## src/hdl/aldc_pkg.sv

```systemverilog
// Shared constants and types for the adjacent line dedup counter.
`timescale 1ns / 1ps

package aldc_pkg;

    localparam int ALDC_LINE_BYTES = 31;

    localparam logic [7:0]  NEWLINE   = 8'd10;
    localparam logic [15:0] COUNT_MAX = 16'hFFFF;

    localparam int BYTE_W      = 8;
    localparam int COUNT_W     = 16;
    localparam int CFG_INDEX_W = 1;
    localparam int CFG_DATA_W  = 1;

    typedef enum logic [CFG_INDEX_W-1:0] {
        CFG_SHOW_COUNTS,
        CFG_DUPS_ONLY
    } cfg_index_t;

endpackage

```

## src/hdl/aldc_if.sv

```systemverilog
// Stream interfaces for text bytes in and emitted result items out.
`timescale 1ns / 1ps

interface aldc_in_if;
    logic                        valid;
    logic                        ready;
    logic [aldc_pkg::BYTE_W-1:0] in_byte;
    logic                        flush;

    modport source (output valid, output in_byte, output flush, input ready);
    modport sink   (input valid, input in_byte, input flush, output ready);
endinterface

interface aldc_out_if;
    logic                         valid;
    logic                         ready;
    logic [aldc_pkg::BYTE_W-1:0]  out_byte;
    logic [aldc_pkg::COUNT_W-1:0] dup_count;
    logic                         count_shown;
    logic                         line_end;
    logic                         last_result;

    modport source (output valid, output out_byte, output dup_count, output count_shown,
                    output line_end, output last_result, input ready);
    modport sink   (input valid, input out_byte, input dup_count, input count_shown,
                    input line_end, input last_result, output ready);
endinterface

```

## src/hdl/adjacent_line_dedup_counter.sv

```systemverilog
// A text byte goes through S_IDLE (RAM read of the previous line), then S_CMP (compare).
// A newline with nothing to emit closes in S_IDLE, a flush ends in S_FINAL; input is
// held off while a run is emitted, each stored byte via S_ERD then S_EOUT and the
// closing newline via S_ENL, set by the single read port of the line RAM. No new byte
// is taken until the last is compared. Reset clears all control state and registers;
// the line RAM is not cleared and holds nothing meaningful until written.
`timescale 1ns / 1ps

module adjacent_line_dedup_counter #(
    parameter int LINE_BYTES = aldc_pkg::ALDC_LINE_BYTES
) (
    input  logic                                clk,
    input  logic                                rst_n,
    aldc_in_if.sink                             text,
    aldc_out_if.source                          result,
    input  logic                                cfg_we,
    input  logic [aldc_pkg::CFG_INDEX_W-1:0]    cfg_index,
    input  logic [aldc_pkg::CFG_DATA_W-1:0]     cfg_data
);

    import aldc_pkg::*;

    localparam int LW    = $clog2(LINE_BYTES + 1);
    localparam int AW    = LW + 1;
    localparam int DEPTH = 2 ** AW;
    localparam logic [LW-1:0] LEN_FULL = LW'(LINE_BYTES);

    typedef enum logic [2:0] {
        S_IDLE,
        S_CMP,
        S_FINAL,
        S_ERD,
        S_EOUT,
        S_ENL
    } state_t;

    state_t              state_reg, state_next;
    logic                sel_reg, sel_next;
    logic [LW-1:0]       cur_len_reg, cur_len_next;
    logic [LW-1:0]       prev_len_reg, prev_len_next;
    logic [COUNT_W-1:0]  cnt_reg, cnt_next;
    logic                has_prev_reg, has_prev_next;
    logic                match_reg, match_next;
    logic [BYTE_W-1:0]   byte_reg, byte_next;
    logic                esel_reg, esel_next;
    logic [LW-1:0]       eidx_reg, eidx_next;
    logic [LW-1:0]       elen_reg, elen_next;
    logic [COUNT_W-1:0]  ecnt_reg, ecnt_next;
    logic                flush_pend_reg, flush_pend_next;
    logic                fin_reg, fin_next;
    logic                show_reg, show_next;
    logic                dups_reg, dups_next;
    logic                out_valid_reg, out_valid_next;
    logic [BYTE_W-1:0]   out_byte_reg, out_byte_next;
    logic [COUNT_W-1:0]  out_cnt_reg, out_cnt_next;
    logic                out_shown_reg, out_shown_next;
    logic                out_end_reg, out_end_next;
    logic                out_last_reg, out_last_next;

    logic                ram_we;
    logic [AW-1:0]       ram_waddr;
    logic [AW-1:0]       ram_raddr;
    logic [BYTE_W-1:0]   ram_rdata;

    logic                slot_free;
    logic                match_cmp;
    logic [LW-1:0]       len_inc;
    logic [LW-1:0]       el_len;
    logic                el_match;
    logic                el_same;
    logic                el_emit;
    logic                run_emit;
    logic [COUNT_W-1:0]  cnt_inc;
    state_t              emit_state;

    aldc_ram #(
        .WIDTH (BYTE_W),
        .DEPTH (DEPTH)
    ) u_line_ram (
        .clk   (clk),
        .we    (ram_we),
        .waddr (ram_waddr),
        .wdata (byte_next),
        .raddr (ram_raddr),
        .rdata (ram_rdata)
    );

    assign text.ready         = (state_reg == S_IDLE);
    assign result.valid       = out_valid_reg;
    assign result.out_byte    = out_byte_reg;
    assign result.dup_count   = out_cnt_reg;
    assign result.count_shown = out_shown_reg;
    assign result.line_end    = out_end_reg;
    assign result.last_result = out_last_reg;

    assign slot_free = !out_valid_reg || result.ready;
    assign len_inc   = cur_len_reg + LW'(1);
    assign match_cmp = match_reg && (cur_len_reg < prev_len_reg) && (ram_rdata == byte_reg);
    assign el_len    = (state_reg == S_CMP) ? len_inc : cur_len_reg;
    assign el_match  = (state_reg == S_CMP) ? match_cmp : match_reg;
    assign el_same   = has_prev_reg && el_match && (el_len == prev_len_reg);
    assign run_emit  = has_prev_reg && !(dups_reg && (cnt_reg <= COUNT_W'(1)));
    assign el_emit   = !el_same && run_emit;
    assign cnt_inc   = (cnt_reg == COUNT_MAX) ? cnt_reg : cnt_reg + COUNT_W'(1);
    assign emit_state = (prev_len_reg == '0) ? S_ENL : S_ERD;

    assign ram_waddr = {sel_reg, cur_len_reg};
    assign ram_raddr = (state_reg == S_IDLE) ? {~sel_reg, cur_len_reg} : {esel_reg, eidx_reg};

    always_comb
    begin
        state_next      = state_reg;
        sel_next        = sel_reg;
        cur_len_next    = cur_len_reg;
        prev_len_next   = prev_len_reg;
        cnt_next        = cnt_reg;
        has_prev_next   = has_prev_reg;
        match_next      = match_reg;
        byte_next       = text.in_byte;
        esel_next       = esel_reg;
        eidx_next       = eidx_reg;
        elen_next       = elen_reg;
        ecnt_next       = ecnt_reg;
        flush_pend_next = flush_pend_reg;
        fin_next        = fin_reg;
        show_next       = show_reg;
        dups_next       = dups_reg;
        out_valid_next  = out_valid_reg && !result.ready;
        out_byte_next   = out_byte_reg;
        out_cnt_next    = out_cnt_reg;
        out_shown_next  = out_shown_reg;
        out_end_next    = out_end_reg;
        out_last_next   = out_last_reg;
        ram_we          = 1'b0;

        if (cfg_we)
        begin
            case (cfg_index_t'(cfg_index))
                CFG_SHOW_COUNTS: show_next = cfg_data[0];
                CFG_DUPS_ONLY:   dups_next = cfg_data[0];
                default:         ;
            endcase
        end

        case (state_reg)
            S_IDLE:
            begin
                if (text.valid)
                begin
                    if (text.flush || text.in_byte == NEWLINE)
                    begin
                        if (!text.flush || cur_len_reg != '0)
                        begin
                            // close the current line against the stored run
                            if (el_same)
                            begin
                                cnt_next = cnt_inc;
                            end
                            else
                            begin
                                sel_next      = ~sel_reg;
                                prev_len_next = el_len;
                                cnt_next      = COUNT_W'(1);
                                has_prev_next = 1'b1;
                            end
                            cur_len_next = '0;
                            match_next   = 1'b1;
                        end
                        if ((!text.flush || cur_len_reg != '0) && el_emit)
                        begin
                            esel_next       = ~sel_reg;
                            eidx_next       = '0;
                            elen_next       = prev_len_reg;
                            ecnt_next       = cnt_reg;
                            flush_pend_next = text.flush;
                            state_next      = emit_state;
                        end
                        else if (text.flush)
                        begin
                            state_next = S_FINAL;
                        end
                    end
                    else if (cur_len_reg < LEN_FULL)
                    begin
                        ram_we     = 1'b1;
                        state_next = S_CMP;
                    end
                end
            end

            S_CMP:
            begin
                cur_len_next = len_inc;
                match_next   = match_cmp;
                state_next   = S_IDLE;
                if (len_inc == LEN_FULL)
                begin
                    // a full store ends the line as a chunk
                    if (el_same)
                    begin
                        cnt_next = cnt_inc;
                    end
                    else
                    begin
                        sel_next      = ~sel_reg;
                        prev_len_next = el_len;
                        cnt_next      = COUNT_W'(1);
                        has_prev_next = 1'b1;
                    end
                    cur_len_next = '0;
                    match_next   = 1'b1;
                    if (el_emit)
                    begin
                        esel_next       = ~sel_reg;
                        eidx_next       = '0;
                        elen_next       = prev_len_reg;
                        ecnt_next       = cnt_reg;
                        flush_pend_next = 1'b0;
                        state_next      = emit_state;
                    end
                end
            end

            S_FINAL:
            begin
                if (run_emit)
                begin
                    esel_next  = ~sel_reg;
                    eidx_next  = '0;
                    elen_next  = prev_len_reg;
                    ecnt_next  = cnt_reg;
                    fin_next   = 1'b1;
                    state_next = emit_state;
                end
                else
                begin
                    has_prev_next = 1'b0;
                    prev_len_next = '0;
                    cnt_next      = '0;
                    cur_len_next  = '0;
                    match_next    = 1'b1;
                    state_next    = S_IDLE;
                end
            end

            S_ERD:
            begin
                state_next = S_EOUT;
            end

            S_EOUT:
            begin
                if (slot_free)
                begin
                    out_valid_next = 1'b1;
                    out_byte_next  = ram_rdata;
                    out_cnt_next   = ecnt_reg;
                    out_shown_next = show_reg;
                    out_end_next   = 1'b0;
                    out_last_next  = 1'b0;
                    eidx_next      = eidx_reg + LW'(1);
                    state_next     = (eidx_reg + LW'(1) == elen_reg) ? S_ENL : S_ERD;
                end
            end

            S_ENL:
            begin
                if (slot_free)
                begin
                    out_valid_next = 1'b1;
                    out_byte_next  = NEWLINE;
                    out_cnt_next   = ecnt_reg;
                    out_shown_next = show_reg;
                    out_end_next   = 1'b1;
                    out_last_next  = !(flush_pend_reg && run_emit);
                    if (flush_pend_reg)
                    begin
                        flush_pend_next = 1'b0;
                        state_next      = S_FINAL;
                    end
                    else if (fin_reg)
                    begin
                        fin_next      = 1'b0;
                        has_prev_next = 1'b0;
                        prev_len_next = '0;
                        cnt_next      = '0;
                        cur_len_next  = '0;
                        match_next    = 1'b1;
                        state_next    = S_IDLE;
                    end
                    else
                    begin
                        state_next = S_IDLE;
                    end
                end
            end

            default:
            begin
                state_next = S_IDLE;
            end
        endcase
    end

    always_ff @(posedge clk or negedge rst_n)
    begin
        if (!rst_n)
        begin
            state_reg      <= S_IDLE;
            sel_reg        <= 1'b0;
            cur_len_reg    <= '0;
            prev_len_reg   <= '0;
            cnt_reg        <= '0;
            has_prev_reg   <= 1'b0;
            match_reg      <= 1'b1;
            byte_reg       <= '0;
            esel_reg       <= 1'b0;
            eidx_reg       <= '0;
            elen_reg       <= '0;
            ecnt_reg       <= '0;
            flush_pend_reg <= 1'b0;
            fin_reg        <= 1'b0;
            show_reg       <= 1'b0;
            dups_reg       <= 1'b0;
            out_valid_reg  <= 1'b0;
            out_byte_reg   <= '0;
            out_cnt_reg    <= '0;
            out_shown_reg  <= 1'b0;
            out_end_reg    <= 1'b0;
            out_last_reg   <= 1'b0;
        end
        else
        begin
            state_reg      <= state_next;
            sel_reg        <= sel_next;
            cur_len_reg    <= cur_len_next;
            prev_len_reg   <= prev_len_next;
            cnt_reg        <= cnt_next;
            has_prev_reg   <= has_prev_next;
            match_reg      <= match_next;
            byte_reg       <= byte_next;
            esel_reg       <= esel_next;
            eidx_reg       <= eidx_next;
            elen_reg       <= elen_next;
            ecnt_reg       <= ecnt_next;
            flush_pend_reg <= flush_pend_next;
            fin_reg        <= fin_next;
            show_reg       <= show_next;
            dups_reg       <= dups_next;
            out_valid_reg  <= out_valid_next;
            out_byte_reg   <= out_byte_next;
            out_cnt_reg    <= out_cnt_next;
            out_shown_reg  <= out_shown_next;
            out_end_reg    <= out_end_next;
            out_last_reg   <= out_last_next;
        end
    end

endmodule

```

## src/hdl/aldc_ram.sv

```systemverilog
// Generic single-clock RAM with one write port and one registered read port.
`timescale 1ns / 1ps

module aldc_ram #(
    parameter int WIDTH = 8,
    parameter int DEPTH = 64,
    localparam int AW = (DEPTH > 1) ? $clog2(DEPTH) : 1
) (
    input  logic             clk,
    input  logic             we,
    input  logic [AW-1:0]    waddr,
    input  logic [WIDTH-1:0] wdata,
    input  logic [AW-1:0]    raddr,
    output logic [WIDTH-1:0] rdata
);

    logic [WIDTH-1:0] mem [DEPTH];
    logic [WIDTH-1:0] rdata_reg;

    always_ff @(posedge clk)
    begin
        if (we)
        begin
            mem[waddr] <= wdata;
        end
        rdata_reg <= mem[raddr];
    end

    assign rdata = rdata_reg;

endmodule

```

## src/flat_wrapper.sv

```systemverilog
// flat-port wrapper written by rule: the top's interface ports become plain ports
module adjacent_line_dedup_counter_flat import aldc_pkg::*;
#(
    parameter int LINE_BYTES = aldc_pkg::ALDC_LINE_BYTES
)
  (clk, rst_n, cfg_we, cfg_index, cfg_data, text_valid, text_in_byte, text_flush, text_ready, result_valid, result_out_byte, result_dup_count, result_count_shown, result_line_end, result_last_result, result_ready);
  aldc_in_if text_i ();
  aldc_out_if result_i ();
  input  logic clk;
  input  logic rst_n;
  input  logic cfg_we;
  input  logic [aldc_pkg::CFG_INDEX_W-1:0] cfg_index;
  input  logic [aldc_pkg::CFG_DATA_W-1:0] cfg_data;
  input wire logic [$bits(text_i.valid)-1:0] text_valid;
  input wire logic [$bits(text_i.in_byte)-1:0] text_in_byte;
  input wire logic [$bits(text_i.flush)-1:0] text_flush;
  output wire logic [$bits(text_i.ready)-1:0] text_ready;
  output wire logic [$bits(result_i.valid)-1:0] result_valid;
  output wire logic [$bits(result_i.out_byte)-1:0] result_out_byte;
  output wire logic [$bits(result_i.dup_count)-1:0] result_dup_count;
  output wire logic [$bits(result_i.count_shown)-1:0] result_count_shown;
  output wire logic [$bits(result_i.line_end)-1:0] result_line_end;
  output wire logic [$bits(result_i.last_result)-1:0] result_last_result;
  input wire logic [$bits(result_i.ready)-1:0] result_ready;
  assign text_i.valid = text_valid;
  assign text_i.in_byte = text_in_byte;
  assign text_i.flush = text_flush;
  assign text_ready = text_i.ready;
  assign result_valid = result_i.valid;
  assign result_out_byte = result_i.out_byte;
  assign result_dup_count = result_i.dup_count;
  assign result_count_shown = result_i.count_shown;
  assign result_line_end = result_i.line_end;
  assign result_last_result = result_i.last_result;
  assign result_i.ready = result_ready;
  adjacent_line_dedup_counter #(.LINE_BYTES(LINE_BYTES)) u_core (.clk(clk), .rst_n(rst_n), .text(text_i), .result(result_i), .cfg_we(cfg_we), .cfg_index(cfg_index), .cfg_data(cfg_data));
endmodule
```

## config.mk

```make
export PLATFORM = sky130hd
export DESIGN_NAME = adjacent_line_dedup_counter_flat
export DESIGN_NICKNAME = d
export VERILOG_FILES = /design/src/hdl/aldc_pkg.sv /design/src/hdl/aldc_if.sv /design/src/hdl/adjacent_line_dedup_counter.sv /design/src/hdl/aldc_ram.sv /design/src/flat_wrapper.sv
export SDC_FILE = /design/constraint.sdc
export NUM_CORES = 1
export LEC_CHECK = 0
export BUFFER_PORTS_ARGS = -buffer_cell sky130_fd_sc_hd__buf_2
export CORE_ASPECT_RATIO = 1.5
export CORE_MARGIN = 2
export CORE_UTILIZATION = 57
export CTS_CLUSTER_DIAMETER = 80
export DETAILED_ROUTE_END_ITERATION = 16
export GPL_ROUTABILITY_DRIVEN = 0
export PLACE_DENSITY = 0.79
export SLEW_MARGIN = 0
export SYNTH_ARGS = -nofsm -noshare
export SYNTH_HDL_FRONTEND = slang
export SYNTH_SLANG_ARGS = --single-unit
```

## constraint.sdc

```tcl
create_clock -name clk -period 4.6 [get_ports clk]
set_input_delay 0.92 -clock clk [delete_from_list [all_inputs] [get_ports clk]]
set_output_delay 0.92 -clock clk [all_outputs]
set_load 0.02 [all_outputs]
```

==> results of run 1 <==
synth_stat cells, types with 8 or more instances:
| master | instances | area share (%) |
|---|---|---|
| sky130_fd_sc_hd__a211oi_1 | 11 | 0.32 |
| sky130_fd_sc_hd__a21oi_1 | 81 | 1.6 |
| sky130_fd_sc_hd__a221oi_1 | 9 | 0.31 |
| sky130_fd_sc_hd__a31oi_1 | 24 | 0.58 |
| sky130_fd_sc_hd__a32oi_1 | 16 | 0.55 |
| sky130_fd_sc_hd__and3_1 | 13 | 0.32 |
| sky130_fd_sc_hd__buf_1 | 11 | 0.16 |
| sky130_fd_sc_hd__buf_2 | 22 | 0.43 |
| sky130_fd_sc_hd__buf_6 | 17 | 0.74 |
| sky130_fd_sc_hd__clkbuf_1 | 60 | 0.88 |
| sky130_fd_sc_hd__dfrtp_1 | 98 | 9.5 |
| sky130_fd_sc_hd__dfxtp_1 | 8 | 0.62 |
| sky130_fd_sc_hd__edfxtp_1 | 512 | 60 |
| sky130_fd_sc_hd__ha_1 | 11 | 0.54 |
| sky130_fd_sc_hd__inv_1 | 36 | 0.53 |
| sky130_fd_sc_hd__mux2_2 | 24 | 1.1 |
| sky130_fd_sc_hd__mux2i_1 | 101 | 3.9 |
| sky130_fd_sc_hd__nand2_1 | 411 | 6.0 |
| sky130_fd_sc_hd__nand3_1 | 77 | 1.5 |
| sky130_fd_sc_hd__nand4_1 | 47 | 1.1 |
| sky130_fd_sc_hd__nor2_1 | 111 | 1.6 |
| sky130_fd_sc_hd__nor3_1 | 15 | 0.29 |
| sky130_fd_sc_hd__nor4_1 | 24 | 0.58 |
| sky130_fd_sc_hd__o21ai_0 | 62 | 1.2 |
| sky130_fd_sc_hd__o22ai_1 | 46 | 1.1 |
| sky130_fd_sc_hd__or3_1 | 13 | 0.32 |
| sky130_fd_sc_hd__xnor2_1 | 14 | 0.48 |
| sky130_fd_sc_hd__xor2_1 | 15 | 0.51 |
final cells by class:
type	instances	area share, %
multi-input combinational	1236	24.8
clock inverter	22	0.747
clock buffer	78	5.38
inverter	38	0.501
sequential	619	63.3
timing repair buffer	112	2.71
tap	582	2.56
path summary, 6_finish.rpt:
| kind | from | endpoint | depth (start not counted) |
|---|---|---|---|
| min in group clk | u_core.result.dup_count[7]$_DFFE_PN0P_ | u_core.result.dup_count[7]$_DFFE_PN0P_ | 2 |
| worst max register to register | u_core.state_reg[0]$_DFFE_PN0P_ | u_core.u_line_ram.rdata[7]$_DFF_P_ | 8 |
| worst max-delay path | u_core.state_reg[0]$_DFFE_PN0P_ | u_core.u_line_ram.rdata[7]$_DFF_P_ | 8 |
| worst min register to register | u_core.result.dup_count[7]$_DFFE_PN0P_ | u_core.result.dup_count[7]$_DFFE_PN0P_ | 2 |
| max in group asynchronous | rst_n | u_core.result.last_result$_DFFE_PN0P_ | 2 |
| worst min-delay path | rst_n | u_core.result.dup_count[11]$_DFFE_PN0P_ | 1 |
metrics by stage:
step | util [%] | cell area (um^2) | instances | setup WS, ns
2_1_floorplan | - | 25800 | 2005 | 1.56
3_3_place_gp | 59.8 | 26700 | 2587 | 0.675
3_5_place_dp | 59.8 | 26700 | 2587 | 0.525
4_1_cts | 63.7 | 28500 | 2687 | 0.467
5_1_grt | 63.7 | 28500 | 2687 | 0.248
6_report | 63.7 | 28500 | 2687 | 0.393
kinds of logic (layout without fill, tap and decap cells):
group           after synthesis  after routing  share of synthesized area (%)
fa+ha+maj                    12             12                          0.574
other cells                   1             16                         0.0146
simple gates                747            747                           12.8
flops                       619            619                           70.1
mux                         126            126                           5.04
compound gates              305            305                           7.58
buf+inv                     150            250                           2.81
xor+xnor                     30             30                           1.08
power groups by stage:
stage | combinational [mW] | clock (mW) | sequential (mW)
2_1_floorplan | 4.10 | 0 | 6.76
3_3_place_gp | 5.53 | 0 | 6.86
3_5_place_dp | 5.69 | 0 | 6.87
4_1_cts | 5.72 | 4.46 | 6.75
5_1_grt | 6.20 | 4.69 | 6.80
6_report | 5.83 | 4.42 | 6.77
metal layers:
layer / up-vias / GRT usage [%]
li1: 7465 / -
met1: 8343 / 32.8
met2: 969 / 46.6
met3: 220 / 4.40
met4: 0 / 14.8
met5: - / 0
cell usage in the layout (no fill, tap or decap), types with 11 or more instances in the layout:
master | Yosys | layout
sky130_fd_sc_hd__ha_1 | 11 | 11
sky130_fd_sc_hd__nand3_1 | 77 | 77
sky130_fd_sc_hd__xnor2_1 | 14 | 14
sky130_fd_sc_hd__nand2_1 | 411 | 410
sky130_fd_sc_hd__nor4_1 | 24 | 23
sky130_fd_sc_hd__clkbuf_16 | 0 | 54
sky130_fd_sc_hd__nor2_1 | 111 | 111
sky130_fd_sc_hd__buf_2 | 22 | 43
sky130_fd_sc_hd__nor3_1 | 15 | 15
sky130_fd_sc_hd__a32oi_1 | 16 | 16
sky130_fd_sc_hd__mux2i_1 | 101 | 101
sky130_fd_sc_hd__and3_1 | 13 | 13
sky130_fd_sc_hd__o22ai_1 | 46 | 46
sky130_fd_sc_hd__mux2_2 | 24 | 24
sky130_fd_sc_hd__a31oi_1 | 24 | 24
sky130_fd_sc_hd__dfrtp_1 | 98 | 98
sky130_fd_sc_hd__nand4_1 | 47 | 47
sky130_fd_sc_hd__o21ai_0 | 62 | 62
sky130_fd_sc_hd__conb_1 | 1 | 16
sky130_fd_sc_hd__xor2_1 | 15 | 15
sky130_fd_sc_hd__clkbuf_1 | 60 | 15
sky130_fd_sc_hd__buf_4 | 1 | 66
sky130_fd_sc_hd__a21oi_1 | 81 | 80
sky130_fd_sc_hd__edfxtp_1 | 512 | 512
sky130_fd_sc_hd__inv_1 | 36 | 36
sky130_fd_sc_hd__or3_1 | 13 | 13
sky130_fd_sc_hd__a211oi_1 | 11 | 11
==> flow_results.org, run 1 <==
** Run status
- Result of the run :: completed

** Clock tree
- Worst-skew pair later-pin latency :: 0.60 ns
- Counting along the longest clock path gives a buffer depth of 3.
- Max H-tree Level :: 2
- The tree is rooted in a sky130_fd_sc_hd__clkbuf_16.
- In this run, post-CTS repair resized a total of 0 instances.
- Buffers inserted during clock tree synthesis total 53.
- Buffer count from post-CTS setup fixing :: 0
- TritonCTS built the clock tree.
- The number of hold buffers added after CTS was 0.
- Clock transition at path regs :: 0.07 ns
- The clock drives slightly above 600 sinks.

** Power and ir drop
- Internal Pwr Total :: 10.8 mW
- Total power for the finished layout comes to 17.0 mW.
- Flop pwr share :: 39.8%
- PwrDens :: 598 nW/um^2
- Summed over all nets, the switching power comes to 6.22 mW.
- Across the VDD grid, the largest voltage drop is 436 uV.
- Net switching is 36.6% of the power.
- The clock network is responsible for 26.0% of the overall power.
- Combinational cells account for ~34% of the total power.
- For this design the static power due to leakage is approximately 11 nW.

** Critical path
- Largest stage delay, worst path :: 0.89 ns
- Element type at the critical path start :: flip-flop
- In this design, the largest share of critical-path delay is due to simple AND/OR/NAND/NOR gates.
- Endpoint required time on the critical path :: 5.08 ns
- At the worst endpoint, the arrival time is 4.68 ns.
- Along the worst path, the maximum fanout reaches 56.
- The worst setup path is of the flip-flop to flip-flop kind.
- Walking the worst path, the cells encountered are o31ai_2 > and2_4 > buf_4 > mux2i_1 > a32oi_1 > nand4_1 > nand4_1 > or3_1.
- Crit. End Element :: flip-flop
- The cell that appears most often on the critical path is sky130_fd_sc_hd__nand4_1.
- Reg-to-reg slack, setup :: 0.39 ns
- The slowest stage of the critical path belongs to the cell sky130_fd_sc_hd__and2_4.
- Counting both buffers and inverters, the worst setup path holds a total of 1.

** Final layout
- Antenna diodes :: 0
- Area of the multi-input gates :: 7060 um^2
- Synth-to-layout area growth :: 10.7%
- The net count of the finished layout is 2,087.
- Of the cells placed in the final design, the portion with a size suffix greater than 1 is 11.2%.
- Largest register FFs :: 512
- Number of fill cells :: 3,160
- Top reg by flops :: u_core.u_line_ram.mem
- FF/Latch Area :: 18,000 um^2

** Run
- MaxCap Viol Count :: 0

** STA
- Static timing analysis puts the maximum clock frequency at 238 MHz.
- At the pin with the least slew margin, the transition time is 1.06 ns.
- Hold Violations, Final :: 0
- Between clock sinks in the finished design, the worst skew comes to ~0.018 ns.
- Setup violations remaining at the end of the flow were counted as 0.
- Setup repair after global routing left no endpoint under its margin.
- Hold timing on the final database bottoms out at a slack of about 0.46 ns.
- In the final timing run, aggregate negative setup slack is 0 ns.
- Number of pins exceeding their max-slew limit in the final report :: 0
- Period utilization :: between 90% and 100%
- Slew Limit Headroom :: between 20% and 30%
- For the finished layout, the period the worst path requires is roughly 4.2 ns.

** Routing
- Before antenna repair, the detailed router went through 6 iterations.
- In this run the remaining antenna-violating nets after routing total 0.
- DRT iter0 DRCs :: 2,213
- Met3 wirelength from detailed routing :: 5500 um
- Number of vias per cell :: 6.33
- For this run, design rule violations remaining after detail routing come to 0.
- The detailed router put a total of approximately 22,000 um of wire on met1.
- Routed wl met2 :: around 33,000 um
- Wires add up to 64,200 um.
- Total via count after detailed routing :: around 17,000
- Average wire per standard cell :: about 24 um
- After detailed routing, no signal wire sits above met4.

** GRT
- Wire length of the first global-routing pass :: 96,600 um
- The number of antenna violations at the first check in global routing came to 0.
- Pin count of the biggest net entering global routing :: 73
- Congestion Overflow GR :: 0
- Vias in the first global route :: 16,700
- Global routing used 27.3% of the available tracks across all layers.

** Die
- The die covers 46,900 um^2.
- Rows :: between 90 and 100
- The initial utilization of the core area, before any placement, comes to 57.5%.
- The die is 264 um tall.
- Top-level port count :: 45
- The floorplan step set the die width to ~180 um.
- Placeable core region :: 44,700 um^2

** Placement
- Port buffering added 44 buffers.
- Dpl hpwl :: between 40,000 and 50,000 um

** Synth
- Fraction of synthesis flops using an asynchronous set or reset pin :: 16.0%
- The synthesized design contains between 600 and 700 register bits.
- Counting flops with a built-in enable in the synthesized netlist gives about 500.
- Yosys warnings :: 0
- The average instance in the mapped netlist occupies 12.9 um^2.
- Proportion of synthesized chip area in sequential cells :: a little over two thirds
- The cell area that synthesis handed to floorplanning was about 26,000 um^2.
- Distinct cell type count of the synthesized netlist :: 77
- Primary flip-flop cell chosen by synthesis mapping :: sky130_fd_sc_hd__edfxtp_1
- Synthesis produced 1,990 cells.

** Min path
- The path class of the tightest hold or removal check is input pin to async pin.
Power figures use the tool's default switching activity.
==> inputs of run 2 (changes only) <==
--- a/config.mk
+++ b/config.mk
@@ -12,7 +12,7 @@
 export CTS_CLUSTER_DIAMETER = 80
 export DETAILED_ROUTE_END_ITERATION = 16
 export GPL_ROUTABILITY_DRIVEN = 0
-export PLACE_DENSITY = 0.79
+export PLACE_DENSITY = 0.73
 export SLEW_MARGIN = 0
 export SYNTH_ARGS = -nofsm -noshare
 export SYNTH_HDL_FRONTEND = slang
==> run 2 against run 1 <==
  * First-iteration DRC count fell by 23%
  * Clock skew up 0.0031 ns
  * Critical path depth increased by 1
  * Utilization fell by 0.20 points
  * Fmax is 6.3% higher
  * Largest cell class unchanged
  * Power about the same
  * Count of clock-buffer cells in the layout shrank 15
  * Non-clock buffer count is 13 lower
  * Cell count down 0.52%
==> flow_results.org, run 2 (synthesized netlist as in run 1, its figures left out) <==
** Run status
- Result of the run :: completed

** Die
- Rows :: 95 (unchanged)
- Starting density of the core :: 57.5% (unchanged)
- Top-level port count :: 45 (unchanged)
- The floorplan die height was 264 um (unchanged).
- Die W :: 177 um (unchanged)
- The area of the core came to 44,700 um^2 (unchanged).
- The die footprint was 46,900 um^2 (unchanged).

** STA
- Period utilization :: 86.1% (-5.4 points)
- The time the final worst path needs with I/O delays and setup is 3.96 ns (-0.248 ns).
- The normalized max-slew margin came to 29.4% (+0.080 points).
- Setup repair after global routing left no endpoint under its margin.
- The measured slew at the worst slew-check pin is 1.06 ns (-0.00119 ns).
- The post-route clock skew was 0.0211 ns (+0.00311 ns).
- The setup violation total in the final timing report came to 0 (unchanged).
- Final sum of negative setup slack :: 0 ns (unchanged)
- Hold Violations, Final :: 0 (unchanged)
- The maximum clock frequency was 253 MHz (+6.3%).
- Number of pins exceeding their max-slew limit in the final report :: 0 (unchanged)

** Clock tree
- The total number of H-tree levels came to 2 (unchanged).
- The register clock-pin slew on the reported worst setup and hold paths came to 0.07 ns (about the same).
- Cts repair resizes :: 0 (unchanged)
- Inserted Clock Buffers :: 53 (unchanged)
- The maximum buffer depth of the clock tree came to 3 (unchanged).
- Number of hold-repair buffers added at the cts stage :: 0 (unchanged)
- Clock tree root buffer cell :: sky130_fd_sc_hd__clkbuf_16
- TritonCTS built the clock tree.
- Worst-skew pair later-pin latency :: 0.61 ns (about the same)
- CTS Sinks :: 619 (unchanged)
- The number of post-CTS setup repair buffers was 0 (unchanged).

** Routing
- Met3 wirelength from detailed routing :: 4550 um (-17%)
- Signal routing reaches up to met5.
- Met1 wire length :: 22,900 um (+2.7%)
- Wirelength, routed :: 62,000 um (-3.4%)
- Number of vias per cell :: 6.16 (-2.7%)
- The number of remaining DRC errors is 0 (unchanged).
- The detailed-router iteration count before antenna repair is 5 (-1).
- DRT antenna net count :: 0 (unchanged)
- The total vias in the final route came to 16,500 (-3.2%).
- Routed wl met2 :: 31,500 um (-3.2%)
- The final routed wire length divided by cell count came to 23.2 um (-2.9%).
- The initial detailed-routing violation count is 1,712 (-23%).

** Placement
- The cell area after placement came to 26,600 um^2 (-0.37%).
- The count of port buffers added during placement was 44 (unchanged).
- The half-perimeter wire length after detailed placement came to 39,500 um (-4.8%).

** GRT
- Wire length of the first global-routing pass :: 93,900 um (-2.8%)
- The number of global-route vias before repair came to 16,100 (-3.3%).
- Congestion Overflow GR :: 0 (unchanged)
- Pin count of the biggest net entering global routing :: 76 (+4.1%)
- Initial antenna violation count :: 2 (+2)
- GRT Resource Usage Total :: 26.5% (-0.76 points)

** Final layout
- The final antenna diode count is 0 (unchanged).
- Largest register FFs :: 512 (unchanged)
- The library cell used most frequently in the layout, excluding fill and tap cells, is sky130_fd_sc_hd__edfxtp_1.
- The number of nets in the final layout is 2,074 (-0.62%).
- The fraction of layout instances using a drive strength above 1 came to 10.9% (-0.26 points).
- The post-route cell area was 28,400 um^2 (-0.31%).
- The count of filler cells inserted in the layout came to 3,266 (+3.4%).
- Compared with the post-synthesis result, the final layout area differs by 10.4%.
- Top reg by flops :: u_core.u_line_ram.mem
- In the layout the commonest cells are 512 x sky130_fd_sc_hd__edfxtp_1, 410 x sky130_fd_sc_hd__nand2_1, 111 x sky130_fd_sc_hd__nor2_1, 101 x sky130_fd_sc_hd__mux2i_1, 98 x sky130_fd_sc_hd__dfrtp_1.

** Power and ir drop
- Flop pwr share :: 39.7% (about the same)
- Clock network fraction of design power :: 26.3% (+0.3 points)
- Net switching power of the design :: 6.22 mW (-0.11%)
- The power per unit of standard cell area came to 599 nW/um^2 (+0.24%).
- Peak supply drop :: 656 uV (+50%)
- Internal Pwr Total :: 10.8 mW (about the same)
- Leakage power summed over all cells :: 10.5 nW (-0.72%)
- Proportion of total power due to net switching :: 36.5% (about the same)
- Comb power frac :: 34.0% (-0.2 points)

** Run
- MaxCap Viol Count :: 0 (unchanged)

** Critical path
- In this run the critical register-to-register path is launched from u_core.state_reg[2]$_DFFE_PN0P_.
- The most critical setup path has its endpoint at u_core.u_line_ram.rdata[0]$_DFF_P_.
- R2R cell count :: 9 (+1)
- Critical Path Fanout Max :: 26 (-54%)
- The critical path starts at u_core.state_reg[2]$_DFFE_PN0P_.
- Setup Crit Path Kind :: flip-flop to flip-flop
- STA classifies the critical path startpoint as a flip-flop.
- Endpoint required time on the critical path :: 5.09 ns (about the same)
- The endpoint identified for the worst register-to-register timing path is u_core.u_line_ram.rdata[0]$_DFF_P_.
- The worst reg-to-reg setup slack came to 0.64 ns (+0.25 ns).
- Crit. End Element :: flip-flop
- Data arrival time of the worst path :: 4.44 ns (-0.24 ns)

** Min path
- The worst hold path belongs to the class flip-flop to flip-flop.
run 2: stage by stage:
step,setup WS [ns],utilization (%),hold WS (ns),power [mW],cells
floorplan,1.56,-,0.433,10.9,2005
global placement,0.808,59.6,0.444,12.4,2574
detailed placement,0.760,59.6,0.454,12.6,2574
CTS,0.777,63.5,0.472,17.0,2673
global route,0.447,63.5,0.493,17.8,2673
finish,0.641,63.5,0.467,17.0,2673
run 2: worst min-delay path by stage:
stage | startpoint | endpoint | depth (start not counted)
6_report | u_core.ecnt_reg[11]$_DFFE_PN0P_ | u_core.result.dup_count[11]$_DFFE_PN0P_ | 2
5_1_grt | u_core.ecnt_reg[7]$_DFFE_PN0P_ | u_core.result.dup_count[7]$_DFFE_PN0P_ | 2
4_1_cts | u_core.ecnt_reg[11]$_DFFE_PN0P_ | u_core.result.dup_count[11]$_DFFE_PN0P_ | 2
3_5_place_dp | u_core.ecnt_reg[11]$_DFFE_PN0P_ | u_core.result.dup_count[11]$_DFFE_PN0P_ | 2
3_3_place_gp | u_core.ecnt_reg[8]$_DFFE_PN0P_ | u_core.result.dup_count[8]$_DFFE_PN0P_ | 2
2_1_floorplan | u_core.ecnt_reg[0]$_DFFE_PN0P_ | u_core.result.dup_count[0]$_DFFE_PN0P_ | 2
run 2: layout make-up:
type	instances	area, um^2	share of cell area [%]
multi-input cells	1236	7060	24.9
flip-flops and latches	619	18000	63.5
well taps	582	728	2.57
inverters	38	143	0.503
clock inverters	36	359	1.27
clock buffers	63	1400	4.92
repair buffers	99	673	2.37
run 2: worst max-delay path: stages, from the launching register on:
cell                      delay (ns)
sky130_fd_sc_hd__dfrtp_1        0.68
sky130_fd_sc_hd__or3_4          0.57
sky130_fd_sc_hd__inv_2          0.20
sky130_fd_sc_hd__mux2i_1        0.34
sky130_fd_sc_hd__or3_1          0.59
sky130_fd_sc_hd__buf_4          0.41
sky130_fd_sc_hd__o22ai_1        0.16
sky130_fd_sc_hd__o21ai_0        0.33
sky130_fd_sc_hd__nand2_1        0.18
sky130_fd_sc_hd__or3_1          0.37
run 2: per-layer routing:
metal | vias to the layer above | track usage [%]
met2 | 780 | 45.4
li1 | 7461 | -
met3 | 172 | 4.17
met5 | - | 0
met4 | 2 | 12.8
met1 | 8040 | 32.7
run 2: power by group through the flow:
stage | logic [mW] | clock network [mW] | registers, mW
after floorplan | 4.10 | 0 | 6.76
after global placement | 5.60 | 0 | 6.84
after detailed placement | 5.70 | 0 | 6.86
after CTS | 5.73 | 4.51 | 6.74
after global routing | 6.26 | 4.74 | 6.79
final | 5.79 | 4.47 | 6.75
==> inputs of run 3 (changes only) <==
==> constraint.sdc (replaced) <==
create_clock -name clk -period 4.6 [get_ports clk]
set_input_delay 0.23 -clock clk [delete_from_list [all_inputs] [get_ports clk]]
set_output_delay 0.23 -clock clk [all_outputs]
set_load 0.02 [all_outputs]
==> run 3 against run 2 <==
  * Utilization increased by 0.53 points
  * Design area is 0.83% higher
  * Largest power group unchanged
  * Sequential share of layout area down 0.52 points
  * Setup slack worse by 0.042 ns
==> flow_results.org, run 3 (synthesized netlist as in run 1, its figures left out) <==
** Routing
- Count of TritonRoute iterations in the first routing pass :: 6 (+1)
- DR DRC count :: 0 (unchanged)
- The final routed wire length divided by cell count was 23.7 um (+2.1%).
- Wirelength, routed :: 63,900 um (+3.0%)
- DRT iter0 DRCs :: 1,893 (+11%)
- The number of antenna-violating nets in the routed design is 0 (unchanged).
- The ratio of routed vias to standard cells came to 6.25 (+1.5%).
- The total vias in the final route was 16,900 (+2.4%).

** Critical path
- The setup path with the least slack is of type flip-flop to flip-flop.
- Crit. End Element :: flip-flop
- The worst-path maximum fanout is 68 (+160%).
- The total buffers and inverters traversed by the critical path was 1 (-1).
- The worst endpoint required time is 5.06 ns (-0.03 ns).
- The worst setup path is launched from a flip-flop.
- Library cell contributing the largest single delay on the critical path :: sky130_fd_sc_hd__o31ai_2
- Cell breakdown of the critical path :: o31ai_2 > and2_4 > buf_12 > mux2i_1 > a221oi_1 > o21ai_0 > nand4_1 > or3_1
- The worst reg-to-reg setup slack is 0.60 ns (-0.04 ns).
- In this design, the largest share of critical-path delay is due to simple AND/OR/NAND/NOR gates.
- The highest cell delay on the worst timing path is 0.73 ns (+0.05 ns).
- The data arrival time at the worst-slack endpoint is 4.46 ns (+0.02 ns).
- The count of cells along the worst register-to-register path is 8 (-1).
- The worst register-to-register path ends at u_core.u_line_ram.rdata[2]$_DFF_P_.
- Reg2Reg Launch Point :: u_core.state_reg[1]$_DFFE_PN0P_

** Die
- Starting density of the core :: 57.5% (unchanged)
- Rows :: 95 (unchanged)
- Die W :: 177 um (unchanged)
- The I/O pin count came to 45 (unchanged).
- The die footprint is 46,900 um^2 (unchanged).
- Die Y-Extent :: 264 um (unchanged)
- Placeable core region :: 44,700 um^2 (unchanged)

** Power and ir drop
- The switching share of total power is 36.0% (-0.56 points).
- Net switching power of the design :: 6.17 mW (-0.69%)
- Peak supply drop :: 405 uV (-38%)
- The internal power came to 11.0 mW (+1.7%).
- The part of the total power dissipated in the clock network is 26.8% (+0.5 points).
- Comb power frac :: 33.7% (-0.3 points)
- PwrDens :: 600 nW/um^2 (about the same)
- Flop pwr share :: 39.4% (-0.3 points)
- Leakage power summed over all cells :: 10.6 nW (+1.3%)

** Run status
- Result of the run :: completed

** GRT
- The number of global-route vias before repair is 16,700 (+3.4%).
- The largest net degree at the start of global routing was 77 (+1.3%).
- The first-pass GRT wire length came to 96,200 um (+2.5%).
- The global routing usage summed across all routing layers came to 27.2% (+0.72 points).
- Initial antenna violation count :: 1 (-1)
- Congestion Overflow GR :: 0 (unchanged)

** STA
- Post-route minimum period :: 4.00 ns (+0.0417 ns)
- Unrepaired setup endpoints after global routing :: no
- Number of pins exceeding their max-slew limit in the final report :: 0 (unchanged)
- The setup violation total in the final timing report came to 0 (unchanged).
- The worst-case hold slack was 0.0257 ns (-0.441 ns).
- The measured slew at the worst slew-check pin is 1.27 ns (+0.210 ns).
- The number of hold violations in the final report is 0 (unchanged).
- Period utilization :: 87.0% (+0.91 points)
- Peak Freq :: 250 MHz (-1.0%)
- The normalized max-slew margin is 15.6% (-14 points).
- The post-route clock skew is 0.0197 ns (-0.00133 ns).
- Final sum of negative setup slack :: 0 ns (unchanged)

** Final layout
- The library cell used most frequently in the layout, excluding fill and tap cells, is sky130_fd_sc_hd__edfxtp_1.
- Leading cell types in the layout, fill and taps excluded :: 512 x sky130_fd_sc_hd__edfxtp_1, 410 x sky130_fd_sc_hd__nand2_1, 111 x sky130_fd_sc_hd__nor2_1, 101 x sky130_fd_sc_hd__mux2i_1, 98 x sky130_fd_sc_hd__dfrtp_1
- The number of flip-flops under the largest register name is 512 (unchanged).
- Antenna diodes :: 0 (unchanged)
- u_core.u_line_ram.mem holds more flip-flops than any other register.
- Final std cell area, no fill :: 28,600 um^2 (+0.83%)
- The area growth from synthesis to layout is 11.3%.
- The fraction of layout instances using a drive strength above 1 is 11.3% (+0.40 points).
- Final nets :: 2,098 (+1.2%)

** Run
- The number of max-cap violations was 0 (unchanged).

** Min path
- Class of the tightest hold or removal check :: input pin to flip-flop
- The startpoint identified for the worst hold timing path is cfg_index.
- WHS Endpoint :: u_core.show_reg$_DFFE_PN0P_
- Min-Delay Path Depth :: 3 (+1)

** Clock tree
- Clk buf depth :: 3 (unchanged)
- Inserted Clock Buffers :: 53 (unchanged)
- The total clock sinks is 619 (unchanged).
- Worst-skew pair later-pin latency :: 0.59 ns (-0.02 ns)
- Max H-tree Level :: 2 (unchanged)
- The number of resized instances in the post-cts repair step came to 0 (unchanged).
- The register clock-pin slew on the reported worst setup and hold paths was 0.07 ns (about the same).
- Clock tree root buffer cell :: sky130_fd_sc_hd__clkbuf_16
- TritonCTS built the clock tree.

** Placement
- Instance area after placement :: 26,800 um^2 (+0.53%)
- The half-perimeter wire length after detailed placement came to 40,700 um (+3.1%).
- The count of port buffers added during placement is 44 (unchanged).
## run 3: what timing repair did
item,4_1_cts,5_1_grt
endpoints found under the hold margin,47,0
hold buffers,6,0
buffers inserted,0,0
## run 3: worst max-delay path by stage
| stage | start | end | slack (ns) | depth (start not counted) |
|---|---|---|---|---|
| after floorplan | u_core.prev_len_reg[3]$_DFFE_PN0P_ | u_core.cnt_reg[0]$_DFFE_PN0P_ | 1.56 | 11 |
| after global placement | u_core.state_reg[1]$_DFFE_PN0P_ | u_core.u_line_ram.rdata[2]$_DFF_P_ | 0.81 | 8 |
| after detailed placement | u_core.state_reg[1]$_DFFE_PN0P_ | u_core.u_line_ram.rdata[2]$_DFF_P_ | 0.69 | 8 |
| after CTS | u_core.state_reg[1]$_DFFE_PN0P_ | u_core.u_line_ram.rdata[2]$_DFF_P_ | 0.69 | 8 |
| after global routing | u_core.state_reg[1]$_DFFE_PN0P_ | u_core.u_line_ram.rdata[2]$_DFF_P_ | 0.47 | 8 |
| final | u_core.state_reg[1]$_DFFE_PN0P_ | u_core.u_line_ram.rdata[2]$_DFF_P_ | 0.60 | 8 |
## run 3: metal layers
metal	part of all wire [%]	global-route usage [%]	up-vias
met3	7.2	3.70	190
met5	0	0	-
met4	4.8	12.9	0
met1	37	33.4	8292
met2	51	47.3	877
li1	-	-	7499
## run 3: stage by stage
step / std cells / power [mW] / setup slack, ns / utilization (%)
final: 2697 / 17.2 / 0.599 / 64.0
after global routing: 2697 / 17.8 / 0.468 / 64.0
after floorplan: 2005 / 10.9 / 1.56 / -
after CTS: 2697 / 17.1 / 0.693 / 64.0
after detailed placement: 2592 / 12.6 / 0.694 / 59.9
after global placement: 2592 / 12.4 / 0.810 / 59.9
## run 3: worst register-to-register path: cells and delay by family (launching register included)
family / cells / cell delay, ns
DFF: 1 / 0.68
and+or+nand+nor: 3 / 1.39
muxes: 1 / 0.28
buffers and inverters: 1 / 0.39
AOI/OAI and AO/OA: 3 / 1.15
## run 3: area by class of cell
class                   instances  area (um^2)
well taps                     582          728
clock buffers                  72         1440
clock inverters                27          345
fillers                      3260        16100
inverters                      38          143
multi-input cells            1236         7070
repair buffers                123          868
flip-flops and latches        619        18000
## run 3: power by group through the flow
stage	Sequential (mW)	Combinational, mW	Clock (mW)
finish	6.77	5.78	4.61
global route	6.80	6.19	4.85
CTS	6.76	5.72	4.65
detailed placement	6.87	5.68	0
global placement	6.85	5.58	0
floorplan	6.76	4.10	0
